[config.mk]
export PLATFORM = sky130hd
export DESIGN_NAME = rdr_front_flat
export DESIGN_NICKNAME = d
export VERILOG_FILES = /design/src/sv/rdr_pkg.sv /design/src/sv/rdr_if.sv /design/src/sv/rdr_front.sv /design/src/flat_wrapper.sv
export SDC_FILE = /design/constraint.sdc
export NUM_CORES = 2
export LEC_CHECK = 0
export BUFFER_PORTS_ARGS = -buffer_cell sky130_fd_sc_hd__buf_4
export CAP_MARGIN = 20
export CORE_MARGIN = 2
export CORE_UTILIZATION = 60
export CTS_CLUSTER_DIAMETER = 50
export DETAILED_ROUTE_END_ITERATION = 8
export PLACE_DENSITY_LB_ADDON = 0.08
export SETUP_SLACK_MARGIN = 0.3
export SKIP_LAST_GASP = 1
export SYNTH_ARGS = -nofsm -noshare
export SYNTH_HDL_FRONTEND = slang
export SYNTH_SLANG_ARGS = --single-unit
[constraint.sdc]
create_clock -name clock -period 22 [get_ports clock]
set_clock_uncertainty 0.2 [all_clocks]
set_input_delay 3.3 -clock clock [delete_from_list [all_inputs] [get_ports clock]]
set_output_delay 3.3 -clock clock [all_outputs]
set_load 0.01 [all_outputs]
[src/sv/rdr_pkg.sv]
// Package for the triangle depth rasterizer: parameter defaults, operation codes,
// register indexes and the width of the front-to-back task word.
// No dependencies.
package rdr_pkg;

   localparam int DEF_MAX_WIDTH  = 128;
   localparam int DEF_MAX_HEIGHT = 128;
   localparam int DEF_DEPTH_BITS = 16;
   localparam int DEF_COORD_BITS = 12;
   localparam int QUEUE_DEPTH    = 2;

   // Reset values of the screen size registers
   localparam logic [7:0] RST_SCREEN_WIDTH  = 8'd128;
   localparam logic [7:0] RST_SCREEN_HEIGHT = 8'd128;

   // Register indexes (byte address / 4)
   localparam logic REG_SCREEN_WIDTH  = 1'b0;
   localparam logic REG_SCREEN_HEIGHT = 1'b1;

   typedef enum logic [1:0] {
      OP_LOAD  = 2'd0,
      OP_TEST  = 2'd1,
      OP_CLEAR = 2'd2
   } op_type;

   // Bits of one task word handed from the front to the back
   function automatic int task_bits(input int cb, input int db);
      return 2 + 1 + 14 + 6 * cb + 3 * db + (2 * cb + 3) + 28 + 2;
   endfunction

endpackage

[src/sv/rdr_if.sv]
// Channel interfaces of the triangle depth rasterizer: request and response.
// Uses no package.
interface rdr_req_if #(
   parameter int COORD_BITS = 12,
   parameter int DEPTH_BITS = 16
);
   logic                         valid;
   logic                         ready;
   logic [1:0]                   operation;
   logic [1:0]                   vertex_index;
   logic signed [COORD_BITS-1:0] vertex_x;
   logic signed [COORD_BITS-1:0] vertex_y;
   logic [DEPTH_BITS-1:0]        vertex_depth;
   logic [6:0]                   pixel_x;
   logic [6:0]                   pixel_y;

   modport source (output valid, operation, vertex_index, vertex_x, vertex_y, vertex_depth,
                   pixel_x, pixel_y, input ready);
   modport sink   (input valid, operation, vertex_index, vertex_x, vertex_y, vertex_depth,
                   pixel_x, pixel_y, output ready);
endinterface


[src/sv/rdr_front.sv]
// Front end: takes request transfers, keeps the vertex store, computes the
// triangle area and clamped bounding box, and pushes one task word per item.
// Depends on rdr_pkg and rdr_req_if.
module rdr_front import rdr_pkg::*; #(
   parameter int MAX_WIDTH  = DEF_MAX_WIDTH,
   parameter int MAX_HEIGHT = DEF_MAX_HEIGHT,
   parameter int DEPTH_BITS = DEF_DEPTH_BITS,
   parameter int COORD_BITS = DEF_COORD_BITS,
   localparam int XW = $clog2(MAX_WIDTH + 1),
   localparam int YW = $clog2(MAX_HEIGHT + 1),
   localparam int TW = task_bits(COORD_BITS, DEPTH_BITS)
) (
   input  logic            clock,
   input  logic            reset,
   rdr_req_if.sink         req,
   input  logic            busy,
   input  logic [XW-1:0]   act_w,
   input  logic [YW-1:0]   act_h,
   input  logic            q_full,
   output logic            q_push,
   output logic [TW-1:0]   q_data
);
   localparam int CB  = COORD_BITS;
   localparam int DB  = DEPTH_BITS;
   localparam int DW  = CB + 1;
   localparam int PW  = 2 * DW;
   localparam int AW  = PW + 1;
   localparam int MW  = (XW > YW) ? XW : YW;
   localparam int BW  = ((CB > MW) ? CB : MW) + 1;
   localparam int SW  = ((MW > 7) ? MW : 7) + 1;

   typedef struct packed {
      logic [1:0]           op;
      logic                 on_screen;
      logic [6:0]           px;
      logic [6:0]           py;
      logic signed [CB-1:0] x0;
      logic signed [CB-1:0] y0;
      logic signed [CB-1:0] x1;
      logic signed [CB-1:0] y1;
      logic signed [CB-1:0] x2;
      logic signed [CB-1:0] y2;
      logic [DB-1:0]        d0;
      logic [DB-1:0]        d1;
      logic [DB-1:0]        d2;
      logic signed [AW-1:0] area;
      logic [6:0]           bx0;
      logic [6:0]           bx1;
      logic [6:0]           by0;
      logic [6:0]           by1;
      logic                 empty;
      logic                 degen;
   } task_type;

   typedef enum logic [2:0] {
      F_IDLE = 3'b001,
      F_PROD = 3'b010,
      F_PUSH = 3'b100
   } fstate_type;

   fstate_type           st_ff, st_in;
   logic [1:0]           op_ff;
   logic                 onscr_ff;
   logic [6:0]           px_ff, py_ff;
   logic signed [CB-1:0] vx_ff [3];
   logic signed [CB-1:0] vy_ff [3];
   logic [DB-1:0]        vd_ff [3];
   logic signed [PW-1:0] pa_ff, pb_ff;
   logic                 accept;
   logic signed [DW-1:0] dx10, dy20, dy10, dx20;
   logic signed [AW-1:0] area;
   logic signed [CB-1:0] minx, maxx, miny, maxy;
   logic signed [BW-1:0] wm1, hm1, bx0, bx1, by0, by1, ox0, ox1, oy0, oy1;
   task_type             tk;

   assign req.ready = (st_ff == F_IDLE) && !busy;
   assign accept    = req.valid && req.ready;

   // Sequencer: accept, area products, push
   always_comb begin
      st_in = st_ff;
      case (st_ff)
         F_IDLE: if (accept) st_in = F_PROD;
         F_PROD: st_in = F_PUSH;
         F_PUSH: if (!q_full) st_in = F_IDLE;
         default: st_in = F_IDLE;
      endcase
   end

   always_ff @(posedge clock) begin
      if (reset) begin
         st_ff <= F_IDLE;
         for (int i = 0; i < 3; i++) begin
            vx_ff[i] <= '0;
            vy_ff[i] <= '0;
            vd_ff[i] <= '0;
         end
      end else begin
         st_ff <= st_in;
         if (accept && req.operation == OP_LOAD && req.vertex_index != 2'd3) begin
            vx_ff[req.vertex_index] <= req.vertex_x;
            vy_ff[req.vertex_index] <= req.vertex_y;
            vd_ff[req.vertex_index] <= req.vertex_depth;
         end
      end
   end

   // Item fields
   always_ff @(posedge clock) begin
      if (accept) begin
         op_ff    <= req.operation;
         px_ff    <= req.pixel_x;
         py_ff    <= req.pixel_y;
         onscr_ff <= (SW'(req.pixel_x) < SW'(act_w)) && (SW'(req.pixel_y) < SW'(act_h));
      end
   end

   // Area products of the stored triangle
   assign dx10 = DW'(vx_ff[1]) - DW'(vx_ff[0]);
   assign dy20 = DW'(vy_ff[2]) - DW'(vy_ff[0]);
   assign dy10 = DW'(vy_ff[1]) - DW'(vy_ff[0]);
   assign dx20 = DW'(vx_ff[2]) - DW'(vx_ff[0]);

   always_ff @(posedge clock) begin
      if (st_ff == F_PROD) begin
         pa_ff <= PW'(dx10) * PW'(dy20);
         pb_ff <= PW'(dy10) * PW'(dx20);
      end
   end

   assign area = AW'(pa_ff) - AW'(pb_ff);

   // Bounding box clamped to the active screen
   always_comb begin
      minx = vx_ff[0];
      maxx = vx_ff[0];
      miny = vy_ff[0];
      maxy = vy_ff[0];
      for (int i = 1; i < 3; i++) begin
         if (vx_ff[i] < minx) minx = vx_ff[i];
         if (vx_ff[i] > maxx) maxx = vx_ff[i];
         if (vy_ff[i] < miny) miny = vy_ff[i];
         if (vy_ff[i] > maxy) maxy = vy_ff[i];
      end
   end

   assign wm1 = signed'(BW'(act_w)) - signed'(BW'(1));
   assign hm1 = signed'(BW'(act_h)) - signed'(BW'(1));
   assign bx0 = (minx < 0) ? '0 : BW'(minx);
   assign bx1 = (BW'(maxx) > wm1) ? wm1 : BW'(maxx);
   assign by0 = (miny < 0) ? '0 : BW'(miny);
   assign by1 = (BW'(maxy) > hm1) ? hm1 : BW'(maxy);
   assign ox0 = (bx0 > wm1) ? wm1 : bx0;
   assign ox1 = (bx1 < 0) ? '0 : bx1;
   assign oy0 = (by0 > hm1) ? hm1 : by0;
   assign oy1 = (by1 < 0) ? '0 : by1;

   // Task word
   always_comb begin
      tk.op        = op_ff;
      tk.on_screen = onscr_ff;
      tk.px        = px_ff;
      tk.py        = py_ff;
      tk.x0        = vx_ff[0];
      tk.y0        = vy_ff[0];
      tk.x1        = vx_ff[1];
      tk.y1        = vy_ff[1];
      tk.x2        = vx_ff[2];
      tk.y2        = vy_ff[2];
      tk.d0        = vd_ff[0];
      tk.d1        = vd_ff[1];
      tk.d2        = vd_ff[2];
      tk.area      = area;
      tk.bx0       = ox0[6:0];
      tk.bx1       = ox1[6:0];
      tk.by0       = oy0[6:0];
      tk.by1       = oy1[6:0];
      tk.empty     = (bx0 > bx1) || (by0 > by1);
      tk.degen     = (area == '0);
   end

   assign q_push = (st_ff == F_PUSH) && !q_full;
   assign q_data = tk;

endmodule

[src/flat_wrapper.sv]
// flat-port wrapper written by rule: the top's interface ports become plain ports
module rdr_front_flat import rdr_pkg::*;
#(
   parameter int MAX_WIDTH  = DEF_MAX_WIDTH,
   parameter int MAX_HEIGHT = DEF_MAX_HEIGHT,
   parameter int DEPTH_BITS = DEF_DEPTH_BITS,
   parameter int COORD_BITS = DEF_COORD_BITS,
   localparam int XW = $clog2(MAX_WIDTH + 1),
   localparam int YW = $clog2(MAX_HEIGHT + 1),
   localparam int TW = task_bits(COORD_BITS, DEPTH_BITS)
)
  (clock, reset, busy, act_w, act_h, q_full, q_push, q_data, req_valid, req_operation, req_vertex_index, req_vertex_x, req_vertex_y, req_vertex_depth, req_pixel_x, req_pixel_y, req_ready);
  rdr_req_if #(.COORD_BITS(COORD_BITS), .DEPTH_BITS(DEPTH_BITS)) req_i ();
  input  logic clock;
  input  logic reset;
  input  logic busy;
  input  logic [XW-1:0] act_w;
  input  logic [YW-1:0] act_h;
  input  logic q_full;
  output logic q_push;
  output logic [TW-1:0] q_data;
  input wire logic [$bits(req_i.valid)-1:0] req_valid;
  input wire logic [$bits(req_i.operation)-1:0] req_operation;
  input wire logic [$bits(req_i.vertex_index)-1:0] req_vertex_index;
  input wire logic [$bits(req_i.vertex_x)-1:0] req_vertex_x;
  input wire logic [$bits(req_i.vertex_y)-1:0] req_vertex_y;
  input wire logic [$bits(req_i.vertex_depth)-1:0] req_vertex_depth;
  input wire logic [$bits(req_i.pixel_x)-1:0] req_pixel_x;
  input wire logic [$bits(req_i.pixel_y)-1:0] req_pixel_y;
  output wire logic [$bits(req_i.ready)-1:0] req_ready;
  assign req_i.valid = req_valid;
  assign req_i.operation = req_operation;
  assign req_i.vertex_index = req_vertex_index;
  assign req_i.vertex_x = req_vertex_x;
  assign req_i.vertex_y = req_vertex_y;
  assign req_i.vertex_depth = req_vertex_depth;
  assign req_i.pixel_x = req_pixel_x;
  assign req_i.pixel_y = req_pixel_y;
  assign req_ready = req_i.ready;
  rdr_front #(.MAX_WIDTH(MAX_WIDTH), .MAX_HEIGHT(MAX_HEIGHT), .DEPTH_BITS(DEPTH_BITS), .COORD_BITS(COORD_BITS)) u_core (.clock(clock), .reset(reset), .req(req_i), .busy(busy), .act_w(act_w), .act_h(act_h), .q_full(q_full), .q_push(q_push), .q_data(q_data));
endmodule
-- Word level (Yosys, flattened, before mapping)
Memory sizes are Yosys's and may differ from the RTL's.
Index checks and enable logic that the tools add are counted.
- $add $sub $neg: 7
- $mul: 2
- order comparisons: 20
- equal/unequal tests: 6
- multiplexer cells: 33
- reductions and logical operators: 15
- operator list (cell ; count):
    12-bit 2-to-1 mux ; 10
    13-bit by 13-bit multiplier with 26-bit output ; 2
    13-bit 2-to-1 mux ; 4
    12-bit by 12-bit subtractor with 13-bit output ; 4
    12-bit greater-than comparator ; 4
    12-bit < comparator ; 4
    7-bit 2-to-1 mux ; 4
    27-bit zero test ; 1
    26-bit by 26-bit subtractor with 27-bit output ; 1
    13-bit greater-than comparator ; 2
    13-bit by 9-bit greater-than comparator with 1-bit output ; 2
    13-bit by 1-bit < comparator with 1-bit output, second input constant ; 2
    12-bit by 9-bit greater-than comparator with 1-bit output ; 2
    12-bit by 1-bit < comparator with 1-bit output, second input constant ; 2
    12-bit OR reduction ; 2
    8-bit by 1-bit subtractor with 9-bit output, second input constant ; 2
    7-bit by 8-bit < comparator with 1-bit output ; 2
    16-bit 2-to-1 mux ; 1
    16-bit OR reduction ; 1
    3-bit case mux with 3 select lines ; 1
    1-bit 2-to-1 mux ; 8
    1-bit logical AND ; 6
    2-bit 2-to-1 mux ; 3
    3-bit 2-to-1 mux ; 2
    9 further kinds ; 11
- bits in registers: 72
- bits in writable memories: 120
- logic and storage cells: 93
- memories kept: 3
- memories (memory ; depth ; width ; read ports ; clocked after Yosys merged registers in ; write ports ; line ; RTL):
    u_core.vd_ff ; 3 ; 16 ; 3 ; 0 ; 3 ; rdr_front.sv:67 ; logic [DB-1:0] vd_ff [3];
    u_core.vx_ff ; 3 ; 12 ; 3 ; 0 ; 3 ; rdr_front.sv:65 ; logic signed [CB-1:0] vx_ff [3];
    u_core.vy_ff ; 3 ; 12 ; 3 ; 0 ; 3 ; rdr_front.sv:66 ; logic signed [CB-1:0] vy_ff [3];

-- Depth between registers and ports, before layout
- word-level depth: 10
- mapped depth: 45

-- Worst setup path before layout
No wires, ideal clock.
- path type: reg-to-output
- from: mem u_core.vx_ff[0][11] (netlist bit)
- to: out q_data[1]
- arrival: 7970 ps
- data required time: 18500 ps
- slack: 10530 ps
- stages on the path, launching flop included: 42
- buffers on the path: 3
- cell sequence: edfxtp_1 > clkinv_1 > ha_1 > nand3_1 > nor3_1 > o21ai_0 > nand4_1 > a21boi_2 > a21boi_1 > buf_2 > mux2i_1 > ha_1 > nor2b_1 > o21ai_0 > nand2b_1 > a21oi_1 > o211ai_1 > a2111oi_0 > (+6 left out) > a21oi_1 > o21ai_0 > a21oi_1 > nor2_1 > o21ai_1 > clkbuf_1 > mux2_2 > ha_1 > nand4_1 > nor2_1 > nor2_1 > nand2_1 > a21o_1 > a21oi_1 > nor2_1 > a211oi_1 > o22ai_1 > or3_1
- RTL lines (element ; line ; RTL):
    from (decl) ; rdr_front.sv:65 ;
    to (decl) ; flat_wrapper.sv:21 ; output logic [TW-1:0] q_data;

==> impl_metrics.py <==
metrics = {
    "finish": {
        "final_common_cell": "inv_1",
        "drive_gt1_share_pct": 12.7,
        "area_growth_pct": 12.7,
        "final_nets": 3902,
        "final_cell_mix": "inv_1 (469), ha_1 (336), fa_1 (331), buf_4 (305), nand2_1 (262)",
    },
    "synthesis": {
        "synth_edf_count": 189,
        "ys_seq_area_share_pct": 20.8,
        "synth-main-ff-cell": "edfxtp_1",
        "synth_cell_type_count": 78,
        "synth_cells": 2898,
        "syn-num-nets": 3644,
        "synthTopCellsByArea": "fa_1 (24%), edfxtp_1 (21%), ha_1 (15%)",
        "yosysTopAreaCell": "fa_1",
        "synth_top_area_share_pct": 24.0,
        "netlist_area_um2": 27600,
        "ys_warn_count": 0,
        "syn_area_per_cell_um2": 9.51,
        "ys_async_sr_fraction_pct": 0,
        "ys_seq_elements": 192,
    },
    "routing": {
        "vias": 21700,
        "initialDrtViolationCount": 1710,
        "drt-total-wl_um": 79600,
        "drtAntennaViolNets": 0,
        "drc_errors": 0,
        "routedWlPerCell_um": 21.1,
        "via_per_inst": 5.77,
        "dr.pass1.iters": 6,
    },
    "critical_path": {
        "required_ns": 18.50,
        "worst_ep_arrival_time_ns": 9.98,
        "slowest_delay_ns": 0.65,
        "path_common_cell": "o21ai_0",
        "worst_setup_path_end_kind": "primary output",
        "crit_buf_inv": 2,
        "crit_family": "compound AO/OA/AOI/OAI gates",
        "crit_slowest_cell": "a41o_1",
        "path_max_fanout": 22,
        "critPathKind": "flip-flop to primary output",
        "cp-start-kind": "flip-flop",
    },
    "floorplan": {
        "die_w_um": 218,
        "dieArea_um2": 47700,
        "die_y_um": 218,
        "rows": 78,
        "core_um2": 45400,
        "pin_count": 275,
        "initial_core_util_pct": 60.7,
    },
    "timing": {
        "tns_ns": 0,
        "min_period_ns": 13.48,
        "rsz0062_at_grt": "false",
        "fmax_ghz": 0.0742,
        "worst_pin_slew_ns": 1.14,
        "drv_slew": 0,
        "finalCritPeriodShare_pct": 61.3,
        "finalSetupViolations": 0,
        "timing.slew.headroom_pct": 23.9,
        "hold_viol_final": 0,
        "final.setup.worst_slack_ns": 8.52,
    },
    "min_path": {
        "hp-class": "flip-flop to flip-flop",
    },
    "clock_tree": {
        "post_cts_buffers": 0,
        "clockRootBuffer": "clkbuf_16",
        "cts_buffers": 17,
        "cts_tree": "built",
        "ctsResizeCount": 0,
        "clock_path_buffers": 2,
        "clock_latency_ns": 0.52,
        "hold_buffers": 0,
        "h-tree-depth": 4,
        "cts_sinks": 192,
        "clk_pin_slew_worst_paths_ns": 0.09,
    },
    "place": {
        "io_buffers": 274,
        "dp_slack_ns": 9.09,
        "gp_congestion": 0.969,
        "hpwl_um": 66200,
    },
    "grt": {
        "antenna_found_initial": 1,
        "grt_pass1_vias": 22800,
        "grt_start_max_net_pins": 53,
        "grt_pass1_wl_um": 125000,
        "global_route.overflow_total": 0,
        "track_usage_pct": 34.6,
    },
    "outcome": {
        "status": "complete, no violations",
    },
    "job": {
        "maxCapViolCount": 0,
    },
}
per-layer routing:
layer	part of all wire (%)	GRT usage, %
met5	0	0
met3	8.1	7.86
met4	3.8	13.2
met1	40	43.4
met2	48	58.5
final timing paths:
path / slack (ns) / end / startpoint / depth (start not counted)
min: 0.33 / u_core.st_ff[2] / u_core.st_ff[0] / 1
max: 8.52 / q_data[1] / u_core.vy_ff[1][11] / 40
min reg2reg: 0.33 / u_core.st_ff[2] / u_core.st_ff[0] / 1
max reg2reg: 12.32 / u_core.pb_ff[25] / u_core.vy_ff[1][0] / 36
area by class of cell:
type	count	area, um2
Fill cell	3538	14300
Inverter	471	1770
Antenna cell	1	2.50
Tap cell	600	751
Multi-Input combinational cell	2169	19800
Timing Repair Buffer	305	2290
Sequential cell	192	5740
Clock buffer	17	425
Clock inverter	15	241
per-stage QoR:
| step | std cells | hold slack, ns | instance area [um2] | utilization, % |
|---|---|---|---|---|
| after CTS | 3768 | 0.327 | 31000 | 68.4 |
| after floorplan | 2898 | 0.241 | 27600 | - |
| final | 3770 | 0.327 | 31100 | 68.4 |
| after detailed placement | 3736 | 0.296 | 30400 | 66.9 |
| after global routing | 3769 | 0.350 | 31100 | 68.4 |
| after global placement | 3736 | 0.261 | 30400 | 66.9 |
worst register-to-register path, delay by kind of cell, from the launching register on:
kind	cells	cell delay (ns)
xor gates and xnor gates	2	0.65
DFF	1	0.46
buffers and inverters	7	0.40
and+or+nand+nor	2	0.24
AOI/OAI and AO/OA	16	3.57
adders and majority gates	9	3.97
synth_stat cells (5+ instances only):
master and instances:
o21ai_0 88, o21bai_1 16, a211o_1 5, o31a_1 7
nor2_1 216, ha_1 336, and2_1 154, nor3b_1 8
a31oi_1 10, nand2b_1 44, a2111oi_0 7, or2_2 16
clkbuf_1 62, nor3_1 29, mux2_2 27, xor2_1 35
xnor2_1 101, a31o_2 6, nor2b_1 56, a211oi_1 14
inv_1 469, o21a_1 23, fa_1 331, or3_1 5
nand4_1 22, o31ai_1 12, a22o_1 6, edfxtp_1 189
a21oi_1 111, and3_1 19, mux2i_1 67, nand3_1 37
nand2_1 262, a21o_1 34
state kept, by name, indices dropped and copies added, names as in the netlist:
register / count
u_core.st_ff: 3
u_core.op_ff: 2
u_core.onscr_ff: 1
u_core.vd_ff: 48
u_core.pb_ff: 26
u_core.vy_ff: 36
u_core.px_ff: 7
u_core.pa_ff: 26
u_core.vx_ff: 36
u_core.py_ff: 7
cells by family (layout without fill, tap and decap cells):
kind of cell    Yosys count  count (layout)  synth area share, %
fa+ha+maj               667             667                 39.3
flops                   192             192                 20.8
xor+xnor                136             136                 4.32
buf+inv                 537             808                 7.34
mux                      94              94                 3.54
simple gates            890             890                 15.8
compound gates          382             382                 8.88
other cells               0               1                    0
Power is left out: the tool's default activity adds up to more than one toggle a clock period on the data nets, which glitch-free logic cannot reach.
