<file path="src/sv/rdr_pkg.sv">
// Package for the triangle depth rasterizer: parameter defaults, operation codes,
// register indexes and the width of the front-to-back task word.
// No dependencies.
package rdr_pkg;

   localparam int DEF_MAX_WIDTH  = 128;
   localparam int DEF_MAX_HEIGHT = 128;
   localparam int DEF_DEPTH_BITS = 16;
   localparam int DEF_COORD_BITS = 12;
   localparam int QUEUE_DEPTH    = 2;

   // Reset values of the screen size registers
   localparam logic [7:0] RST_SCREEN_WIDTH  = 8'd128;
   localparam logic [7:0] RST_SCREEN_HEIGHT = 8'd128;

   // Register indexes (byte address / 4)
   localparam logic REG_SCREEN_WIDTH  = 1'b0;
   localparam logic REG_SCREEN_HEIGHT = 1'b1;

   typedef enum logic [1:0] {
      OP_LOAD  = 2'd0,
      OP_TEST  = 2'd1,
      OP_CLEAR = 2'd2
   } op_type;

   // Bits of one task word handed from the front to the back
   function automatic int task_bits(input int cb, input int db);
      return 2 + 1 + 14 + 6 * cb + 3 * db + (2 * cb + 3) + 28 + 2;
   endfunction

endpackage

</file>
<file path="src/sv/rdr_queue.sv">
// Small FIFO that decouples the front end from the back end.
// Depends on rdr_pkg.
module rdr_queue import rdr_pkg::*; #(
   parameter int WIDTH = 8,
   parameter int DEPTH = QUEUE_DEPTH,
   localparam int PTW = (DEPTH > 1) ? $clog2(DEPTH) : 1,
   localparam int CNW = $clog2(DEPTH + 1)
) (
   input  logic             clock,
   input  logic             reset,
   input  logic             push,
   input  logic [WIDTH-1:0] push_data,
   input  logic             pop,
   output logic [WIDTH-1:0] head,
   output logic             full,
   output logic             empty
);
   logic [WIDTH-1:0] slot_ff [DEPTH];
   logic [PTW-1:0]   wr_ff, rd_ff;
   logic [CNW-1:0]   cnt_ff;
   logic             do_push, do_pop;

   assign full    = (cnt_ff == CNW'(DEPTH));
   assign empty   = (cnt_ff == '0);
   assign do_push = push && !full;
   assign do_pop  = pop && !empty;
   assign head    = slot_ff[rd_ff];

   always_ff @(posedge clock) begin
      if (reset) begin
         wr_ff  <= '0;
         rd_ff  <= '0;
         cnt_ff <= '0;
      end else begin
         if (do_push) wr_ff <= (wr_ff == PTW'(DEPTH - 1)) ? '0 : wr_ff + 1'b1;
         if (do_pop)  rd_ff <= (rd_ff == PTW'(DEPTH - 1)) ? '0 : rd_ff + 1'b1;
         case ({do_push, do_pop})
            2'b10:   cnt_ff <= cnt_ff + 1'b1;
            2'b01:   cnt_ff <= cnt_ff - 1'b1;
            default: cnt_ff <= cnt_ff;
         endcase
      end
   end

   always_ff @(posedge clock) begin
      if (do_push) slot_ff[wr_ff] <= push_data;
   end

endmodule

</file>
<file path="config.mk">
export PLATFORM = sky130hd
export DESIGN_NAME = rdr_queue
export DESIGN_NICKNAME = d
export VERILOG_FILES = /design/src/sv/rdr_pkg.sv /design/src/sv/rdr_queue.sv
export SDC_FILE = /design/constraint.sdc
export NUM_CORES = 1
export LEC_CHECK = 0
export BUFFER_PORTS_ARGS = -buffer_cell sky130_fd_sc_hd__buf_2
export CAP_MARGIN = 20
export CORE_MARGIN = 5
export CORE_UTILIZATION = 45
export CTS_CLUSTER_DIAMETER = 60
export DETAILED_ROUTE_END_ITERATION = 12
export PLACE_DENSITY = 0.66
export SYNTH_ARGS = -nofsm -noshare
export SYNTH_HDL_FRONTEND = slang
export SYNTH_SLANG_ARGS = --single-unit
</file>
<file path="constraint.sdc">
create_clock -name clock -period 2.1 [get_ports clock]
set_input_delay 0.105 -clock clock [delete_from_list [all_inputs] [get_ports clock]]
set_output_delay 0.105 -clock clock [all_outputs]
set_load 0.01 [all_outputs]
</file>
Word level (Yosys, flattened, before mapping)
Memory sizes are Yosys's and may differ from the RTL's. A register that Yosys moved wholly into a read port is not among the register bits.
Index checks and enable logic that the tools add are counted.
{ "op_classes": {"mux": 7, "add_sub_neg": 4, "reduce_logical": 6, "eq_ne": 3} }
{ "ops": {"columns": ["cell", "n"], "rows": [
  ["1-bit 2-to-1 mux", 6],
  ["2-bit equality test (second input constant)", 2],
  ["2-bit one-hot mux with 2 select lines", 1],
  ["1-bit adder (second input constant)", 2],
  ["2-bit by 1-bit adder with 2-bit output (second input constant)", 1],
  ["2-bit by 1-bit equality test with 1-bit output (second input constant)", 1],
  ["1-bit logical AND", 2],
  ["1-bit logical NOT", 2],
  ["2-bit logical NOT", 1],
  ["2-bit nonzero test", 1],
  ["2-bit by 1-bit subtractor with 2-bit output (second input constant)", 1]
]} }
{ "totals": {"out_inout_bits": 10, "regBits": 4, "memories": 1, "mem_bits_rw": 16, "wordCells": 24, "input_bits": 12} }
{ "memory_table": {"columns": ["memory", "words", "word_bits", "read_ports", "rd_clocked_by_memory_dff", "write_ports", "line_no", "text"], "rows": [
  ["slot_ff", 2, 8, 1, 1, 1, "rdr_queue.sv:18", "logic [WIDTH-1:0] slot_ff [DEPTH];"]
]} }

Logic depth before layout (Yosys ltp)
Gate-level depths: netlist (run 1).
{ "depth": {"depth_word": 5, "ltp_mapped": 6, "mapped_depth_nobuf": 6} }

Worst setup path after synthesis (run 1)
OpenSTA, ideal clock, no wires.
{ "synth_path": {"path_type": "reg2reg", "startpoint": "register cnt_ff[0]", "endpoint": "memory slot_ff[0][0] (enable)", "path_buffers": 0, "slack_ns": 0.678, "setup_ns": 0.324, "period_less_slack_ns": 1.422, "required_ns": 1.776, "arrival_ns": 1.098, "stages_incl_launch_ff": 5, "path_cell_list": "dfxtp_1 > nand2b_2 > inv_2 > or3_1 > inv_1"} }
{ "synth_via": {"elab_chain_cells": 5} }
{ "synth_rtl": {"columns": ["element", "line_no", "text"], "rows": [
  ["from (decl)", "rdr_queue.sv:20", "logic [CNW-1:0] cnt_ff;"],
  ["from (signal assigned)", "rdr_queue.sv:38", "2'b10: cnt_ff <= cnt_ff + 1'b1;"],
  ["from (signal assigned)", "rdr_queue.sv:39", "2'b01: cnt_ff <= cnt_ff - 1'b1;"],
  ["from (signal assigned)", "rdr_queue.sv:40", "default: cnt_ff <= cnt_ff;"],
  ["2-bit equality test", "rdr_queue.sv:23", "assign full = (cnt_ff == CNW'(DEPTH));"],
  ["net full", "rdr_queue.sv:15", "output logic full,"],
  ["1-bit logical NOT", "rdr_queue.sv:25", "assign do_push = push && !full;"],
  ["1-bit logical AND", "rdr_queue.sv:25", null],
  ["1-bit 2-to-1 mux", "rdr_queue.sv:46", "if (do_push) slot_ff[wr_ff] <= push_data;"],
  ["1-bit 2-to-1 mux (implied by the code)", "rdr_queue.sv:46", null],
  ["to (decl)", "rdr_queue.sv:18", null]
]} }
The timed path passes the listed nets, and every way through them passes these cells.

Worst setup path after layout (run 1)
{ "layout_path": {"startpoint": "register cnt_ff[0]", "endpoint": "register cnt_ff[1]"} }
{ "layout_via": {"elab_chain_cells": 5, "elab_cells_between_ends": 12, "cone_classes": "2 x add/sub; 3 x eq/ne; 1 x mux; 6 x reduce/logical"} }
{ "layout_rtl": {"columns": ["element", "line_no", "text"], "rows": [
  ["2-bit equality test / 2-bit logical NOT (equally long branches)", "rdr_queue.sv:23, rdr_queue.sv:24", null],
  ["1-bit logical NOT, on equally long branches", "rdr_queue.sv:25, rdr_queue.sv:26", null],
  ["1-bit logical AND, on equally long branches", "rdr_queue.sv:25, rdr_queue.sv:26", null],
  ["2-bit by 1-bit equality test with 1-bit output / 2-bit equality test (equally long branches)", "rdr_queue.sv:37", "case ({do_push, do_pop})"],
  ["2-bit one-hot mux with 2 select lines / 2-bit nonzero test (equally long branches)", null, null]
]} }
Several ways; a longest one is shown, not always the timed one.
A chain may end at the register's enable or synchronous reset.

==> results.json, run 1 <==
{
  "status": "finished clean",
  "htree_levels": 1,
  "yosys.area_share.adder": 0.01567,
  "power.total_mw": 1.140,
  "peakVddDrop_mv": 0.6226,
  "cts_inserted_buffers": 3,
  "worst_pin_slew_ns": 0.3991,
  "syn_nets": 64,
  "synth_cell_types": 17,
  "grt_start_max_net_pins": 13,
  "period_share": 0.7249,
  "min_path_type": "primary input to flip-flop",
  "clock_power_share": 0.162,
  "crit_chain": "nand2b_2 > nand2_1 > ha_1 > or3_1 > a21oi_1",
  "fin_tns_setup_ns": 0,
  "wl_per_cell_um": 11.81,
  "cts_sinks": 21,
  "vias": 490,
  "power_frac_comb": 0.317,
  "top_usage_layer": "met2",
  "whs_ns": 0.03459,
  "wirelength_mm": 1.275,
  "clock_latency_ns": 0.30,
  "cp_max_fo": 5,
  "syn_inst": 51,
  "clk_path_buf_depth": 2,
  "cp_data_required_time_ns": 2.33,
  "synth_top_area_cell": "edfxtp_1",
  "clk_pin_slew_ns": 0.10,
  "synth-compound-area-share": 0.03448,
  "seqCellArea_um2": 580.6,
  "cts_root_buffer": "clkbuf_4",
  "drc_errors": 0,
  "synth-edff-count": 16,
  "multi_input_area_um2": 202.7,
  "grt-ovfl-total": 0,
  "finalMaxSlewViolations": 0,
  "fmax_mhz": 656.9,
  "worst_ep_arrival_time_ns": 1.75,
  "synth_xor_area_frac": 0.03292,
  "final_nets": 97,
  "syn_area_um2": 798.3,
  "startpoint_type": "flip-flop",
  "dieArea_um2": 2716,
  "initial_core_util": 0.4674,
  "avgSynthCellArea_um2": 15.65,
  "p_per_area_nw_per_um2": 1098,
  "place_inst": 96,
  "drive_gt1_frac": 0.4217,
  "ios": 22,
  "ys.flop_type": "edfxtp_1",
  "intPower_mw": 0.7976,
  "gp_congestion": 0.6592,
  "pwr-share-seq": 0.521,
  "switching_share": 0.3006,
  "cts_resized": 0,
  "worst_clock_skew_ns": 0.008103,
  "grt_use_met1": 0.1183,
  "p_leak_nw": 0.4188,
  "final-setup-viol-count": 0,
  "cpPeakStageDelay_ns": 0.42,
  "critPathKind": "flip-flop to flip-flop",
  "end_kind": "flip-flop",
  "grt_pass1_wl_mm": 2.090,
  "synth_top_family_by_area": "multiplexers",
  "viasPerCell": 4.537,
  "die_w_um": 52.12,
  "critPathSlowestCell": "dfxtp_1",
  "place_hpwl_um": 946.9,
  "ys_warn_count": 0,
  "port_buffers": 21,
  "hold_buffers": 8,
  "first_pass_iters": 4,
  "core-area_um2": 1708,
  "post_cts_buffers": 0,
  "antenna_found_initial": 0,
  "antenna_cells": 0,
  "yosysTopAreaCellShare": 0.6019,
  "fp-row-count": 15,
  "synthTopCellsByArea": "edfxtp_1 (60%), dfxtp_1 (13%), mux2_2 (11%), xnor2_1 (2.2%), nor2_1 (1.9%)",
  "syn_to_final_growth_pct": 30.09,
  "finalCriticalPeriod_ns": 1.522,
  "yosys.area_share.simple": 0.05799,
  "die_h_um": 52.12,
  "detail_route.iter0.violations": 11,
  "use_met2": 0.1925,
  "ys_seq_area_frac": 0.7273,
  "drv_cap": 0,
  "async_flop_share": 0,
  "grt_usage": 0.1080,
  "grt_pass1_vias": 522,
  "use_met3": 0.02579,
  "relSlewSlack": 0.7339,
  "cts_tree": "built",
  "ant_nets": 0,
  "synth-seq-cells": 21,
  "n_fill_cell": 145,
  "rsz0062_at_grt": "false",
  "synthMuxAreaShare": 0.1129,
  "hold_violations": 0,
  "power_switching_mw": 0.3428,
  "instances_no_fill": 108
}
-- worst paths after layout --
check             slack (ns)  depth (start not counted)                    from                     end
setup / recovery        0.58                          5  cnt_ff[0]$_SDFFE_PP0P_  cnt_ff[1]$_SDFFE_PP0P_
hold / removal          0.03                          2                   reset               flip-flop
setup reg to reg        0.58                          5  cnt_ff[0]$_SDFFE_PP0P_  cnt_ff[1]$_SDFFE_PP0P_
hold reg to reg         0.52                          2      wr_ff$_SDFFE_PP0N_      wr_ff$_SDFFE_PP0N_
-- routing by layer --
metal / share of wire / wire, µm / vias up
met5: 0 / 0 / -
met4: 0 / 0 / 0
met3: 0.040 / 51 / 0
met2: 0.55 / 698 / 14
met1: 0.41 / 525 / 227
li1: - / - / 249
-- metrics by stage --
| step | utilization | worst slack, ns | instance area, µm² |
|---|---|---|---|
| after floorplan | - | 0.6777 | 798.3 |
| after global placement | 0.5451 | 0.6075 | 930.9 |
| after detailed placement | 0.5451 | 0.5734 | 930.9 |
| after CTS | 0.6081 | 0.5558 | 1039 |
| after global routing | 0.6081 | 0.4292 | 1039 |
| final | 0.6081 | 0.5777 | 1039 |
-- placed cells by master (no fill, tap or decap), types with 3 or more instances in the layout --
cell and n:
buf_2 21, edfxtp_1 16, mux2_2 8, dlygate4sd3_1 8, dfxtp_1 5, nor2_1 4, clkbuf_4 3
-- registers in the layout, summed over array words and instances (netlist names), named ones only --
register and count:
slot_ff 16, cnt_ff 2, rd_ff 1, wr_ff 1
-- cell families (layout without fill, tap and decap cells) --
family                   count (synthesis)  after routing
multiplexers                             8              8
XOR/XNOR                                 3              3
AO/OA/AOI/OAI                            5              5
buffers and inverters                    4             36
adder cells (fa/ha/maj)                  1              1
flip-flops                              21             21
AND/OR/NAND/NOR                          9              9
-- power by group through the flow --
stage                     registers [mW]  logic (mW)  clock network (mW)
after floorplan                    0.574       0.267                   0
after global routing               0.608       0.408               0.216
final                              0.594       0.362               0.184
after global placement             0.604       0.351                   0
after CTS                          0.598       0.372               0.195
after detailed placement           0.606       0.358                   0
-- cell usage after synthesis (2+ instances only) --
cell type  count
a21oi_1        2
dfxtp_1        5
edfxtp_1      16
inv_1          2
mux2_2         8
nor2_1         4
o21ai_0        2
or3_1          2
xnor2_1        2
-- critical path: cells and delay by family (launching register included) --
kind	cells	cell delay, ns
simple gates	3	0.59
compound gates	1	0.15
fa+ha+maj	1	0.31
flops	1	0.42
-- area by class of cell --
| class | instances | area share |
|---|---|---|
| clock inverters | 1 | 0.004819 |
| flip-flops and latches | 21 | 0.5590 |
| multi-input cells | 26 | 0.1952 |
| well taps | 25 | 0.03012 |
| inverters | 3 | 0.01084 |
| repair buffers | 29 | 0.1783 |
| clock buffers | 3 | 0.02169 |
(Power assumes the default switching activity.)
==> run 2, diff against run 1 <==
--- a/config.mk
+++ b/config.mk
@@ -5,6 +5,7 @@
 export SDC_FILE = /design/constraint.sdc
 export NUM_CORES = 1
 export LEC_CHECK = 0
+export ABC_AREA = 1
 export BUFFER_PORTS_ARGS = -buffer_cell sky130_fd_sc_hd__buf_2
 export CAP_MARGIN = 20
 export CORE_MARGIN = 5
==> constraint.sdc (replaced) <==
create_clock -name clock -period 1.55 [get_ports clock]
set_input_delay 0.0775 -clock clock [delete_from_list [all_inputs] [get_ports clock]]
set_output_delay 0.0775 -clock clock [all_outputs]
set_load 0.01 [all_outputs]
==> run 2 against run 1 <==
Synthesized cell count is 27% higher. Sequential power is 26% higher. Global-route usage is 0.46 points higher. Clock power is 30% higher. Synthesized area is 6.3% higher. Die area is 5.1% higher. Via count is 14% higher. First-iteration DRC count is 45% higher. Total power is 19% higher. Critical path depth is 3 lower. Count of clock-buffer cells in the layout is 1 higher. Utilization is 1.2 points higher. Critical endpoint is now head[5].
==> results.json, run 2 <==
{
  "yosys-top-cells-count": "edfxtp_1 (16), nor2_1 (10), mux2_2 (8)",
  "yosysTopAreaCellShare": 0.5664,
  "top_register": "slot_ff",
  "ios": 22,
  "vias": 558,
  "grt_pass1_wl_mm": 2.290,
  "yosysMostFrequentCell": "edfxtp_1",
  "place_inst": 111,
  "period_share": 0.9324,
  "first_pass_iters": 4,
  "drc_errors": 0,
  "setup_ws_ns": 0.1047,
  "place_hpwl_mm": 1.016,
  "holdPathEnd": "wr_ff$_SDFFE_PP0N_",
  "hold_violations": 0,
  "synth_cell_types": 15,
  "finalMaxSlewViolations": 0,
  "clk_pin_slew_ns": 0.10,
  "grt_usage": 0.1126,
  "ys_seq_area_frac": 0.6844,
  "htree_levels": 1,
  "syn_to_final_growth_pct": 28.91,
  "cts_root_buffer": "clkbuf_4",
  "grt_pass1_vias": 554,
  "viasPerCell": 4.537,
  "reg2reg_from": "cnt_ff[0]$_SDFFE_PP0P_",
  "post_cts_buffers": 0,
  "grt_start_max_net_pins": 12,
  "final_common_cell": "buf_2",
  "die_w_um": 53.42,
  "hold_buffers": 8,
  "peakVddDrop_mv": 0.8619,
  "cp_data_required_time_ns": 1.47,
  "initial_core_util": 0.4809,
  "syn_area_um2": 848.3,
  "wl_per_cell_um": 11.18,
  "worst_clock_skew_ns": 0.001737,
  "cp_num_buf_inv": 1,
  "instances_no_fill": 123,
  "startpoint_type": "flip-flop",
  "gp_congestion": 0.7216,
  "clock_latency_ns": 0.28,
  "wirelength_mm": 1.375,
  "end_kind": "output port",
  "critPathKind": "flip-flop to output port",
  "place_ws_ns": 0.1627,
  "synthTopCellsByArea": "edfxtp_1 (57%), dfxtp_1 (12%), mux2_2 (11%), nor2_1 (4.4%), nor2_4 (4.0%)",
  "largest_reg_flops": 16,
  "min_path_type": "primary input to flip-flop",
  "p_leak_nw": 0.4603,
  "drv_cap": 0,
  "grt-ovfl-total": 0,
  "syn_nets": 78,
  "cts_sinks": 21,
  "cp_max_fo": 8,
  "finalCriticalPeriod_ns": 1.445,
  "synth-edff-count": 16,
  "detail_route.iter0.violations": 16,
  "reg2reg_depth": 9,
  "clk_path_buf_depth": 2,
  "power.total_mw": 1.360,
  "multi_input_area_um2": 229.0,
  "critPathSlowestCell": "dfxtp_1",
  "final_nets": 112,
  "synth_top_area_cell": "edfxtp_1",
  "cpPeakStageDelay_ns": 0.56,
  "synth-seq-cells": 21,
  "ys.flop_type": "edfxtp_1",
  "ant_nets": 0,
  "rrSetupSlack_ns": 0.16,
  "cts_resized": 0,
  "n_fill_cell": 168,
  "fmax_mhz": 691.9,
  "port_buffers": 21,
  "worst_pin_slew_ns": 0.3753,
  "cts_tree": "built",
  "rsz0062_at_grt": "false",
  "antenna_cells": 0,
  "ys_warn_count": 0,
  "die_h_um": 53.42,
  "antenna_found_initial": 0,
  "hold_path_startpoint": "reset",
  "worst_ep_arrival_time_ns": 1.37,
  "fp-row-count": 15,
  "drive_gt1_frac": 0.4082,
  "core-area_um2": 1764,
  "reg_top3": "slot_ff (16), cnt_ff (2)",
  "crit_chain": "mux2_2 > buf_2",
  "p_per_area_nw_per_um2": 1244,
  "crit_family": "flip-flops",
  "hold-path-cell-count": 4,
  "dieArea_um2": 2854,
  "final-setup-viol-count": 0,
  "status": "finished clean",
  "async_flop_share": 0,
  "seqCellArea_um2": 580.6,
  "syn_inst": 65,
  "worst_r2r_endpoint": "cnt_ff[1]$_SDFFE_PP0P_",
  "relSlewSlack": 0.7495,
  "final_cell_mix": "buf_2 (21), edfxtp_1 (16), nor2_1 (10)",
  "fin_tns_setup_ns": 0,
  "cts_inserted_buffers": 3,
  "avgSynthCellArea_um2": 13.05
}
## run 2: worst max-delay path by stage
stage	slack, ns	depth (start not counted)	start	to
floorplan	0.17	4	cnt_ff[0]$_SDFFE_PP0P_	slot_ff[0][0]$_DFFE_PP_
global placement	0.20	9	cnt_ff[0]$_SDFFE_PP0P_	cnt_ff[1]$_SDFFE_PP0P_
detailed placement	0.16	9	cnt_ff[0]$_SDFFE_PP0P_	cnt_ff[1]$_SDFFE_PP0P_
CTS	0.08	2	flip-flop	head[7]
global route	0.04	2	flip-flop	head[5]
finish	0.10	2	flip-flop	head[5]
## run 2: cell type report
type	instances	area share
clock buffers	4	0.02403
inverters	9	0.03089
multi-input cells	34	0.2094
flip-flops and latches	21	0.5309
well taps	25	0.02860
repair buffers	30	0.1762
## run 2: report_power, final
| part | switching [mW] | total [mW] | internal, mW |
|---|---|---|---|
| logic | 0.195 | 0.372 | 0.177 |
| clock network | 0.140 | 0.239 | 0.0997 |
| registers | 0.0601 | 0.749 | 0.689 |
## run 2: per-layer routing
metal  global-route usage  up-vias  share of wire
met1               0.1418      249           0.44
met2               0.1939       21           0.49
met5                    0        -              0
met3              0.03380        0          0.068
met4              0.01277        0              0
li1                     -      288              -
## run 2: cells by family after synthesis
family	share of synthesized area
flip-flops	0.6844
AO/OA/AOI/OAI	0.01179
buffers and inverters	0.04573
adder cells (fa/ha/maj)	0.01475
multiplexers	0.1062
AND/OR/NAND/NOR	0.1372
## run 2: worst reg2reg max path: stages, from the launching register on
cell     delay, ns
dfxtp_1       0.47
nor2_4        0.08
nor2_4        0.11
inv_2         0.05
ha_1          0.29
inv_1         0.08
nand2_1       0.05
nor2_1        0.08
nor2_1        0.04
nor2_1        0.09
## run 2: metrics by stage
step | utilization | hold slack, ns | instance area (µm²)
after floorplan | - | 0.1764 | 848.3
after global placement | 0.5596 | 0.2657 | 987.2
after detailed placement | 0.5596 | 0.2724 | 987.2
after CTS | 0.6199 | 0.05618 | 1094
after global routing | 0.6199 | 0.07465 | 1094
final | 0.6199 | 0.06334 | 1094
